<file path="config.mk">
export PLATFORM = sky130hd
export DESIGN_NAME = text_to_utf8_transcoder
export DESIGN_NICKNAME = d
export VERILOG_FILES = /design/src/sv/ttu_pkg.sv /design/src/sv/ttu_conv.sv /design/src/sv/ttu_emit.sv /design/src/sv/text_to_utf8_transcoder.sv
export SDC_FILE = /design/constraint.sdc
export NUM_CORES = 1
export LEC_CHECK = 0
export CAP_MARGIN = 20
export CORE_MARGIN = 2
export CORE_UTILIZATION = 40
export CTS_CLUSTER_DIAMETER = 150
export DETAILED_ROUTE_END_ITERATION = 6
export DONT_BUFFER_PORTS = 1
export GPL_ROUTABILITY_DRIVEN = 0
export PLACE_DENSITY = 0.54
export SLEW_MARGIN = 20
export SYNTH_ARGS = -nofsm -noshare
export SYNTH_HDL_FRONTEND = slang
export SYNTH_HIERARCHICAL = 1
export SYNTH_SLANG_ARGS = --single-unit
</file>
<file path="constraint.sdc">
create_clock -name clk -period 25.7 [get_ports clk]
set_input_delay 2.57 -clock clk [delete_from_list [all_inputs] [get_ports clk]]
set_output_delay 2.57 -clock clk [all_outputs]
set_load 0.05 [all_outputs]
</file>
<file path="src/sv/ttu_pkg.sv">
// Shared types, constants and character tables for the text to UTF-8 transcoder.
`timescale 1ns / 1ps
`default_nettype none

package ttu_pkg;

	localparam int MAX_CAPACITY = 4096;
	localparam int CAP_W        = 13;
	localparam int COUNT_W      = 12;
	localparam int RES_DEPTH    = 7;
	localparam int RES_CNT_W    = 3;
	localparam int CFG_IDX_W    = 1;

	localparam logic [CAP_W-1:0] CAP_LIMIT = CAP_W'(MAX_CAPACITY);
	localparam logic [CAP_W-1:0] CAP_RESET = CAP_W'(256);

	// Configuration register indexes
	localparam logic [CFG_IDX_W-1:0] CFG_SOURCE_MODE  = 1'b0;
	localparam logic [CFG_IDX_W-1:0] CFG_OUT_CAPACITY = 1'b1;

	// Byte order marks
	localparam logic [7:0] BOM_FF = 8'hFF;
	localparam logic [7:0] BOM_FE = 8'hFE;

	// Code points and surrogate arithmetic
	localparam logic [15:0] CYR_BASE       = 16'h0410;
	localparam logic [20:0] HIGH_SURR_BASE = 21'h00D800;
	localparam logic [20:0] SUPP_BASE      = 21'h010000;
	localparam logic [5:0]  HIGH_SURR_TAG  = 6'b110110;
	localparam logic [5:0]  LOW_SURR_TAG   = 6'b110111;

	typedef enum logic [2:0] {
		ENC_LATIN1  = 3'd0,
		ENC_UTF16   = 3'd1,
		ENC_UTF16BE = 3'd2,
		ENC_UTF8    = 3'd3,
		ENC_NONE    = 3'd4,
		ENC_CP1251  = 3'd5
	} ttu_enc_t;

	typedef enum logic [1:0] {
		PH_START = 2'd0,
		PH_BOM1  = 2'd1,
		PH_BOM2  = 2'd2,
		PH_BODY  = 2'd3
	} ttu_phase_t;

	typedef struct packed {
		logic [7:0] data;
		logic       has_byte;
		logic       last;
	} ttu_item_t;

	// One encoded character: bytes[0] goes out first
	typedef struct packed {
		logic            ok;
		logic [2:0]      n;
		logic [3:0][7:0] bytes;
	} ttu_char_t;

	// Every word that one input item produces, in order
	typedef struct packed {
		logic [RES_DEPTH-1:0][7:0] bytes;
		logic [RES_CNT_W-1:0]      count;
		logic                      term;
		logic [COUNT_W-1:0]        byte_count;
	} ttu_res_t;

	localparam logic [31:0][15:0] CP1251_HIGH = {
		16'h045F, 16'h045B, 16'h045C, 16'h045A, 16'h203A, 16'h0459, 16'h2122, 16'h0098,
		16'h2014, 16'h2013, 16'h2022, 16'h201D, 16'h201C, 16'h2019, 16'h2018, 16'h0452,
		16'h040F, 16'h040B, 16'h040C, 16'h040A, 16'h2039, 16'h0409, 16'h2030, 16'h20AC,
		16'h2021, 16'h2020, 16'h2026, 16'h201E, 16'h0453, 16'h201A, 16'h0403, 16'h0402
	};

	function automatic logic [15:0] cp1251_map(input logic [7:0] c);
		logic [15:0] r;
		if (c[7] == 1'b0) begin
			r = {8'h00, c};
		end else if (c[7:6] == 2'b11) begin
			r = CYR_BASE + {10'b0, c[5:0]};
		end else if (c[5] == 1'b0) begin
			r = CP1251_HIGH[c[4:0]];
		end else begin
			// 0xA0..0xBF map onto themselves
			r = {8'h00, c};
		end
		return r;
	endfunction

	function automatic logic [2:0] utf8_len(input logic [20:0] cp);
		logic [2:0] n;
		if (cp <= 21'h00007F) begin
			n = 3'd1;
		end else if (cp <= 21'h0007FF) begin
			n = 3'd2;
		end else if (cp <= 21'h00FFFF) begin
			n = 3'd3;
		end else begin
			n = 3'd4;
		end
		return n;
	endfunction

	function automatic logic [3:0][7:0] utf8_bytes(input logic [20:0] cp, input logic [2:0] n);
		logic [3:0][7:0] b;
		b = '0;
		unique case (n)
			3'd1: begin
				b[0] = cp[7:0];
			end
			3'd2: begin
				b[0] = {3'b110, cp[10:6]};
				b[1] = {2'b10, cp[5:0]};
			end
			3'd3: begin
				b[0] = {4'b1110, cp[15:12]};
				b[1] = {2'b10, cp[11:6]};
				b[2] = {2'b10, cp[5:0]};
			end
			default: begin
				b[0] = {5'b11110, cp[20:18]};
				b[1] = {2'b10, cp[17:12]};
				b[2] = {2'b10, cp[11:6]};
				b[3] = {2'b10, cp[5:0]};
			end
		endcase
		return b;
	endfunction

endpackage

`default_nettype wire

</file>
<file path="src/sv/ttu_conv.sv">
// String state and decoding of one byte into its encoded characters.
`timescale 1ns / 1ps
`default_nettype none

module ttu_conv (
	input  wire logic                      clk,
	input  wire logic                      arst_n,
	input  wire logic                      advance,
	input  wire ttu_pkg::ttu_item_t        item,
	input  wire logic                      source_mode,
	input  wire logic [ttu_pkg::CAP_W-1:0] out_capacity,
	output ttu_pkg::ttu_res_t              res
);
	import ttu_pkg::*;

	ttu_phase_t         phase_q, phase_d;
	ttu_enc_t           enc_q, enc_d;
	logic               le_q, le_d;
	logic [7:0]         held_q, held_d;
	logic               half_q, half_d;
	logic [9:0]         hi_q, hi_d;
	logic               hs_q, hs_d;
	logic               stop_q, stop_d;
	logic [CAP_W-1:0]   wc_q, wc_d;

	logic [CAP_W-1:0]   cap;
	ttu_char_t          ca, cb, cc;
	logic [CAP_W-1:0]   wc_end;

	function automatic ttu_char_t put_char(input logic want, input logic raw,
			input logic [20:0] cp, input logic [CAP_W-1:0] wc, input logic [CAP_W-1:0] lim);
		ttu_char_t  c;
		logic [2:0] n;
		logic [CAP_W:0] sum;
		n       = raw ? 3'd1 : utf8_len(cp);
		sum     = {1'b0, wc} + {{(CAP_W-2){1'b0}}, n};
		c.ok    = want && (sum < {1'b0, lim});
		c.n     = c.ok ? n : 3'd0;
		c.bytes = raw ? {24'h000000, cp[7:0]} : utf8_bytes(cp, n);
		return c;
	endfunction

	assign cap = (out_capacity > CAP_LIMIT) ? CAP_LIMIT : out_capacity;

	// Next state and the characters this byte completes
	always_comb begin
		logic        cu_want, cu_done;
		logic [15:0] cu_v;
		logic        a_want, b_want, b_raw, c_want;
		logic [20:0] a_cp, b_cp;
		logic [CAP_W-1:0] wc1, wc2;

		phase_d = phase_q;
		enc_d   = enc_q;
		le_d    = le_q;
		held_d  = held_q;
		half_d  = half_q;
		hi_d    = hi_q;
		hs_d    = hs_q;
		stop_d  = stop_q;
		cu_want = 1'b0;
		cu_done = 1'b0;
		cu_v    = 16'h0000;
		a_want  = 1'b0;
		a_cp    = '0;
		b_want  = 1'b0;
		b_raw   = 1'b0;
		b_cp    = '0;

		if (item.has_byte) begin
			unique case (phase_q)
				PH_START: begin
					le_d = 1'b0;
					if (source_mode) begin
						enc_d   = ENC_CP1251;
						phase_d = PH_BODY;
						if (item.data == 8'h00) begin
							stop_d = 1'b1;
						end else begin
							b_want = 1'b1;
							b_cp   = {5'b0, cp1251_map(item.data)};
						end
					end else begin
						enc_d   = (item.data <= 8'd3) ? ttu_enc_t'(item.data[2:0]) : ENC_NONE;
						phase_d = (ttu_enc_t'(item.data[2:0]) == ENC_UTF16 && item.data[7:3] == 5'd0)
							? PH_BOM1 : PH_BODY;
					end
				end
				PH_BOM1: begin
					held_d  = item.data;
					phase_d = PH_BOM2;
				end
				PH_BOM2: begin
					phase_d = PH_BODY;
					le_d    = (held_q == BOM_FF) && (item.data == BOM_FE);
					if (!((held_q == BOM_FF && item.data == BOM_FE) ||
							(held_q == BOM_FE && item.data == BOM_FF))) begin
						cu_want = 1'b1;
						cu_v    = {held_q, item.data};
					end
				end
				default: begin
					if (!stop_q) begin
						unique case (enc_q)
							ENC_LATIN1, ENC_CP1251: begin
								if (item.data == 8'h00) begin
									stop_d = 1'b1;
								end else begin
									b_want = 1'b1;
									b_cp   = (enc_q == ENC_CP1251) ? {5'b0, cp1251_map(item.data)}
										: {13'b0, item.data};
								end
							end
							ENC_UTF16, ENC_UTF16BE: begin
								if (!half_q) begin
									held_d = item.data;
									half_d = 1'b1;
								end else begin
									half_d  = 1'b0;
									cu_want = 1'b1;
									cu_v    = le_q ? {item.data, held_q} : {held_q, item.data};
								end
							end
							ENC_UTF8: begin
								if (item.data == 8'h00) begin
									stop_d = 1'b1;
								end else begin
									b_want = 1'b1;
									b_raw  = 1'b1;
									b_cp   = {13'b0, item.data};
								end
							end
							default: begin
							end
						endcase
					end
				end
			endcase
		end

		// A held high surrogate either pairs with this unit or goes out alone
		if (cu_want && hs_q) begin
			hs_d   = 1'b0;
			hi_d   = '0;
			a_want = 1'b1;
			if (cu_v[15:10] == LOW_SURR_TAG) begin
				a_cp    = SUPP_BASE + {1'b0, hi_q, cu_v[9:0]};
				cu_done = 1'b1;
			end else begin
				a_cp = HIGH_SURR_BASE + {11'b0, hi_q};
			end
		end
		ca  = put_char(a_want, 1'b0, a_cp, wc_q, cap);
		wc1 = wc_q + {{(CAP_W-3){1'b0}}, ca.n};
		if (a_want && !ca.ok) begin
			stop_d  = 1'b1;
			cu_done = 1'b1;
		end

		if (cu_want && !cu_done) begin
			priority if (cu_v == 16'h0000) begin
				stop_d = 1'b1;
			end else if (cu_v[15:10] == HIGH_SURR_TAG) begin
				hi_d = cu_v[9:0];
				hs_d = 1'b1;
			end else begin
				b_want = 1'b1;
				b_cp   = {5'b0, cu_v};
			end
		end
		cb  = put_char(b_want, b_raw, b_cp, wc1, cap);
		wc2 = wc1 + {{(CAP_W-3){1'b0}}, cb.n};
		if (b_want && !cb.ok) begin
			stop_d = 1'b1;
		end

		// End of string: flush a lone high surrogate, then clear
		c_want = item.last && hs_d && !stop_d;
		cc     = put_char(c_want, 1'b0, HIGH_SURR_BASE + {11'b0, hi_d}, wc2, cap);
		wc_end = wc2 + {{(CAP_W-3){1'b0}}, cc.n};
		wc_d   = wc2;
		if (item.last) begin
			phase_d = PH_START;
			enc_d   = ENC_LATIN1;
			le_d    = 1'b0;
			held_d  = 8'h00;
			half_d  = 1'b0;
			hi_d    = '0;
			hs_d    = 1'b0;
			stop_d  = 1'b0;
			wc_d    = '0;
		end
	end

	// Pack the characters and the end word into one result list
	always_comb begin
		logic [3:0] e_a, e_b, e_c, kk, total;
		e_a   = {1'b0, ca.n};
		e_b   = e_a + {1'b0, cb.n};
		e_c   = e_b + {1'b0, cc.n};
		total = e_c + {3'b0, item.last};
		kk    = '0;
		for (int k = 0; k < RES_DEPTH; k++) begin
			kk = 4'(k);
			priority if (kk < e_a) begin
				res.bytes[k] = ca.bytes[2'(kk)];
			end else if (kk < e_b) begin
				res.bytes[k] = cb.bytes[2'(kk - e_a)];
			end else if (kk < e_c) begin
				res.bytes[k] = cc.bytes[2'(kk - e_b)];
			end else begin
				res.bytes[k] = 8'h00;
			end
		end
		res.count      = RES_CNT_W'(total);
		res.term       = item.last;
		res.byte_count = wc_end[COUNT_W-1:0];
	end

	always_ff @(posedge clk or negedge arst_n) begin
		if (!arst_n) begin
			phase_q <= PH_START;
			enc_q   <= ENC_LATIN1;
			le_q    <= 1'b0;
			held_q  <= 8'h00;
			half_q  <= 1'b0;
			hi_q    <= '0;
			hs_q    <= 1'b0;
			stop_q  <= 1'b0;
			wc_q    <= '0;
		end else if (advance) begin
			phase_q <= phase_d;
			enc_q   <= enc_d;
			le_q    <= le_d;
			held_q  <= held_d;
			half_q  <= half_d;
			hi_q    <= hi_d;
			hs_q    <= hs_d;
			stop_q  <= stop_d;
			wc_q    <= wc_d;
		end
	end

	a_surr_enc: assert property (@(posedge clk) disable iff (!arst_n)
		hs_q |-> (enc_q == ENC_UTF16 || enc_q == ENC_UTF16BE))
		else $error("high surrogate held outside a UTF-16 string");

	a_wc_bound: assert property (@(posedge clk) disable iff (!arst_n)
		wc_q < CAP_LIMIT)
		else $error("written count beyond capacity limit");

endmodule

`default_nettype wire

</file>
<file path="src/sv/ttu_emit.sv">
// Result buffer that hands out one item's words one per cycle while out_ready is high.
`timescale 1ns / 1ps
`default_nettype none

module ttu_emit (
	input  wire logic                        clk,
	input  wire logic                        arst_n,
	input  wire logic                        load,
	input  wire ttu_pkg::ttu_res_t           res,
	output logic                             free,
	output logic                             out_valid,
	input  wire logic                        out_ready,
	output logic [7:0]                       out_byte,
	output logic                             is_terminator,
	output logic                             run_last,
	output logic [ttu_pkg::COUNT_W-1:0]      byte_count
);
	import ttu_pkg::*;

	logic [RES_DEPTH-1:0][7:0] buf_q;
	logic [RES_CNT_W-1:0]      cnt_q;
	logic [RES_CNT_W-1:0]      idx_q;
	logic                      term_q;
	logic [COUNT_W-1:0]        bc_q;
	logic                      valid_q;
	logic                      last_entry;

	assign last_entry = (idx_q == cnt_q - RES_CNT_W'(1));
	assign free       = !valid_q || (out_ready && last_entry);

	always_ff @(posedge clk or negedge arst_n) begin
		if (!arst_n) begin
			valid_q <= 1'b0;
			idx_q   <= '0;
			cnt_q   <= '0;
		end else if (load) begin
			valid_q <= 1'b1;
			idx_q   <= '0;
			cnt_q   <= res.count;
		end else if (valid_q && out_ready) begin
			if (last_entry) begin
				valid_q <= 1'b0;
			end else begin
				idx_q <= idx_q + RES_CNT_W'(1);
			end
		end
	end

	always_ff @(posedge clk) begin
		if (load) begin
			buf_q  <= res.bytes;
			term_q <= res.term;
			bc_q   <= res.byte_count;
		end
	end

	assign out_valid     = valid_q;
	assign out_byte      = buf_q[idx_q];
	assign run_last      = last_entry;
	assign is_terminator = term_q && last_entry;
	assign byte_count    = (term_q && last_entry) ? bc_q : '0;

	a_idx_range: assert property (@(posedge clk) disable iff (!arst_n)
		valid_q |-> (cnt_q != '0 && idx_q < cnt_q))
		else $error("result index outside the held list");

	a_load_free: assert property (@(posedge clk) disable iff (!arst_n)
		load |-> free)
		else $error("result list loaded over words not yet taken");

	a_idx_step: assert property (@(posedge clk) disable iff (!arst_n)
		(valid_q && out_ready && !last_entry) |=> (valid_q && idx_q == $past(idx_q) + RES_CNT_W'(1)))
		else $error("result index failed to advance");

endmodule

`default_nettype wire

</file>
<file path="src/sv/text_to_utf8_transcoder.sv">
// Top level of the text to UTF-8 transcoder: configuration, input register and wiring.
//
// Usage: a string arrives on the input channel (in_valid/in_ready) one byte per word,
// with last set on its final word; has_byte low marks a word with no byte. Each input
// word produces zero to seven result words on the output channel (out_valid/out_ready):
// UTF-8 bytes, then on the string's last word a terminator word carrying byte_count.
// run_last flags the final result word of each input word.
// Configuration (cfg_valid/cfg_ready, always ready) writes source_mode (index 0) and
// out_capacity (index 1); write it only while no results are outstanding.
// Path: an accepted word waits in the input register until the result buffer is free,
// is decoded in a single pass, and its result words are registered in that buffer.
// Throughput: one input word per cycle while each produces at most one result and
// out_ready stays high; a word with more results holds the result buffer until all
// are taken, as the output channel moves one byte per cycle while out_ready is high.
// Reset: clears the string state, returns source_mode to frame mode and the capacity to
// 256; nothing is presented until a word arrives.
// Stall: when out_ready is low the result buffer holds, the input register fills and
// in_ready drops; nothing is lost or repeated.
`timescale 1ns / 1ps
`default_nettype none

module text_to_utf8_transcoder (
	input  wire logic                          clk,
	input  wire logic                          arst_n,
	input  wire logic                          in_valid,
	output logic                               in_ready,
	input  wire logic [7:0]                    in_byte,
	input  wire logic                          has_byte,
	input  wire logic                          last,
	output logic                               out_valid,
	input  wire logic                          out_ready,
	output logic [7:0]                         out_byte,
	output logic                               is_terminator,
	output logic                               run_last,
	output logic [ttu_pkg::COUNT_W-1:0]        byte_count,
	input  wire logic                          cfg_valid,
	output logic                               cfg_ready,
	input  wire logic [ttu_pkg::CFG_IDX_W-1:0] cfg_index,
	input  wire logic [ttu_pkg::CAP_W-1:0]     cfg_data
);
	import ttu_pkg::*;

	logic             source_mode_q;
	logic [CAP_W-1:0] out_capacity_q;

	ttu_item_t        item_s1;
	logic             valid_s1;
	logic             advance;
	logic             emit_free;
	ttu_res_t         res;

	// Configuration registers: always ready, index selects the register
	assign cfg_ready = 1'b1;

	always_ff @(posedge clk or negedge arst_n) begin
		if (!arst_n) begin
			source_mode_q  <= 1'b0;
			out_capacity_q <= CAP_RESET;
		end else if (cfg_valid && cfg_ready) begin
			unique case (cfg_index)
				CFG_SOURCE_MODE:  source_mode_q  <= cfg_data[0];
				CFG_OUT_CAPACITY: out_capacity_q <= cfg_data;
				default: begin
				end
			endcase
		end
	end

	// Advance the held word once the result buffer can take its results
	assign advance  = valid_s1 && emit_free;
	assign in_ready = !valid_s1 || advance;

	always_ff @(posedge clk or negedge arst_n) begin
		if (!arst_n) begin
			valid_s1 <= 1'b0;
		end else if (in_valid && in_ready) begin
			valid_s1 <= 1'b1;
		end else if (advance) begin
			valid_s1 <= 1'b0;
		end
	end

	// Payload needs no reset; hold it until the next word is taken
	always_ff @(posedge clk) begin
		if (in_valid && in_ready) begin
			item_s1.data     <= in_byte;
			item_s1.has_byte <= has_byte;
			item_s1.last     <= last;
		end
	end

	ttu_conv u_conv (
		.clk          (clk),
		.arst_n       (arst_n),
		.advance      (advance),
		.item         (item_s1),
		.source_mode  (source_mode_q),
		.out_capacity (out_capacity_q),
		.res          (res)
	);

	// Drop words that produce nothing; load the rest into the result buffer
	ttu_emit u_emit (
		.clk           (clk),
		.arst_n        (arst_n),
		.load          (advance && (res.count != '0)),
		.res           (res),
		.free          (emit_free),
		.out_valid     (out_valid),
		.out_ready     (out_ready),
		.out_byte      (out_byte),
		.is_terminator (is_terminator),
		.run_last      (run_last),
		.byte_count    (byte_count)
	);

endmodule

`default_nettype wire
</file>
==> flow_summary.yaml <==
final_layout:
  fillCellCount: 3359
  drive_gt1_frac: 0.115
  syn_to_final_growth_pct: 6.46
  fin_nets: 1616
  fin_area_sq_mm: 0.0147
  final-seq-area_sq_mm: 0.00393
  multi_input_area_sq_mm: 0.00923
  instances_no_fill: 1962
  antennaDiodeCount: 0
timing:
  fin_setup_tns_ns: 0
  fin_skew_ns: 0.0196
  finalSetupViolCount: 0
  worst_slack_ns: 8.42
  fin_crit_ns: 17.28
  hold-worst-slack_ns: 0.517
  rsz0062_at_grt: "no"
  max_freq_ghz: 0.0579
  final_max_slew_viol_count: 0
  maxSlewHeadroom: 0.212
  worst_pin_slew_ns: 1.17
  hold_viol: 0
  fin_crit_sh: 0.672
grt:
  grt_pass1_wl_microns: 75400
  grt.total_usage: 0.275
  grt_pass1_vias: 12085
  grt_max_degree: 81
  antenna_found_initial: 1
  grt.overflow.total: 0
critical_path:
  cp_slowest_cell: "nor4_1"
  critPathArrivalTime_ns: 17.65
  r2r_cells: 65
  cp-end-kind: "register"
  timing.critical_path.mode_cell: "ha_1"
  cp-start-kind: "register"
  rr_startpoint: "u_conv/phase_q[1]"
  crit_type: "register to register"
  crit_fanout: 80
  max_stage_delay_ns: 0.76
  cp_data_required_time_ns: 26.07
  r2r_end: "u_emit/idx_q[2]"
  r2r_slack_ns: 8.42
place:
  placed_cells: 1929
  dpl_cell_area_sq_mm: 0.0141
  dp_slack_ns: 8.72
  dpl.hpwl_microns: 37800
  port_buffers: 0
yosys:
  synth_enable_flop_cells: 79
  postSynthAreaPerCell_sq_um: 8.92
  ys_seq_area_frac: 0.285
  yosysTopAreaCell: "edfxtp_1"
  ys_types: 125
  synth_seq_cells: 141
  synth_warnings: 6
  synth_ff_type: "edfxtp_1"
  synth_top_cell_area_share: 0.172
  yosysMostFrequentCell: "nand2_1"
  syn_area_sq_mm: 0.0138
  postSynthCellCount: 1546
  yosys-top-cells-count: "134 x nand2_1, 111 x nor2_1, 91 x a21oi_1"
  synth_async_sr_flop_share: 0.440
  synth_area_leaders: "edfxtp_1 17%, dfrtp_1 11%, ha_1 7.2%, nand2_1 3.6%, a21oi_1 3.3%"
floorplanning:
  die_w_microns: 190
  core-area_sq_mm: 0.0337
  start_util: 0.409
  rows: 67
  io_pins: 54
  die_h_microns: 190
  dieArea_sq_mm: 0.0360
hold_path:
  holdPathStages: 1
  hold_end: "out_capacity_q[6]"
  holdCritStartpoint: "out_capacity_q[6]"
  worstHoldPathType: "register to register"
clock_tree:
  ctsHoldBuffers: 0
  cts_buffers: 17
  htree_levels: 4
  clkTransAtPathRegs_ns: 0.06
  cts_setup_buffers: 0
  tritoncts: "yes"
  cts.repair.resized: 0
  clkSinkCount: 141
  clk_latency_ns: 0.44
  clockBufferDepth: 2
  cts_root_buffer: "clkbuf_16"
route:
  vias_per_cell: 6.62
  drc_errors: 0
  drtIter0Drc: 2027
  firstDrtPassIters: 7
  detail-route-antenna-nets: 0
  finalWirelength_microns: 49500
  wl_per_cell_microns: 25.2
  vias: 12979
job:
  cap_violations: 0
power:
  vdd_drop_max_mv: 0.0738
  power.density_mw_per_mm2: 98.6
  p_leak_nw: 5.40
run_status:
  status: "complete, no violations"
layer usage:
metal / wire, microns / up-vias / global-route usage
met5: 18 / - / 0
met1: 21900 / 6202 / 0.394
met4: 1870 / 2 / 0.105
li1: - / 5836 / -
met2: 20900 / 776 / 0.402
met3: 4880 / 163 / 0.0624
worst max-delay path: cells and delay by family, from the launching register on:
kind | cells | cell delay (ns)
multiplexers | 1 | 0.47
adder cells (fa/ha/maj) | 12 | 3.64
XOR/XNOR | 6 | 1.13
buffers and inverters | 10 | 2.02
AND/OR/NAND/NOR | 22 | 6.45
flip-flops | 1 | 0.38
AO/OA/AOI/OAI | 14 | 3.10
sequential cells by signal, summed over array words and instances, names as in the netlist:
register / flops
u_conv/phase_q: 2
u_emit/idx_q: 3
u_conv/wc_q: 13
u_conv/hs_q: 1
u_conv/enc_q: 3
out_capacity_q: 13
valid_s1: 1
u_emit/cnt_q: 3
u_emit/term_q: 1
u_conv/le_q: 1
u_emit/buf_q: 56
item_s1: 10
u_conv/stop_q: 1
u_emit/out_valid: 1
u_emit/bc_q: 12
u_conv/held_q: 8
u_conv/half_q: 1
u_conv/hi_q: 10
source_mode_q: 1
cells in the final DEF (no fill, tap or decap), drive strengths merged, types with 28 or more instances in the layout:
cell    instances
ha             79
nand2b         28
a21oi          94
dfrtp          61
nor3           49
inv            55
nor2          114
edfxtp         79
o21ai          99
nand2         138
xnor2          50
nand3          52
mux2i          35
where the power goes:
group	switching, mW	internal (mW)	leakage (nW)
clock network	0.113	0.136	0.271
logic	0.553	0.253	3.57
registers	0.0602	0.332	1.55
total	0.726	0.721	5.40
area by class of cell:
type,instances,area share
Clock inverter,15,0.0102
Inverter,48,0.0123
Clock buffer,17,0.0290
Tap cell,448,0.0382
Sequential cell,141,0.267
Multi-Input combinational cell,1266,0.629
Timing Repair Buffer,27,0.0138
cells by family (layout without fill, tap and decap cells):
kind of cell | after synthesis | in the layout | share of synthesized area
AOI/OAI and AO/OA | 492 | 492 | 0.265
other | 2 | 4 | 0.000545
buffers and inverters | 141 | 107 | 0.0482
muxes | 64 | 64 | 0.0589
DFF | 141 | 141 | 0.285
adders and majority gates | 86 | 86 | 0.0819
and+or+nand+nor | 544 | 544 | 0.210
xor gates and xnor gates | 76 | 76 | 0.0513
how the worst max path moves through the flow:
stage | depth (start not counted) | end | startpoint
3_3_place_gp | 63 | u_emit/idx_q[2] | u_conv/phase_q[1]
6_report | 65 | u_emit/idx_q[2] | u_conv/phase_q[1]
5_1_grt | 63 | u_emit/idx_q[2] | u_conv/phase_q[1]
2_1_floorplan | 64 | u_emit/cnt_q[2] | item_s1[2]
4_1_cts | 63 | u_emit/idx_q[2] | u_conv/phase_q[1]
3_5_place_dp | 63 | u_emit/idx_q[2] | u_conv/phase_q[1]
stage by stage:
stage | power (mW) | util
after floorplan | 0.970 | -
after global placement | 1.18 | 0.418
after detailed placement | 1.18 | 0.418
after CTS | 1.43 | 0.435
after global routing | 1.54 | 0.435
final | 1.45 | 0.435
No activity file was read; power rests on OpenSTA's default activity.
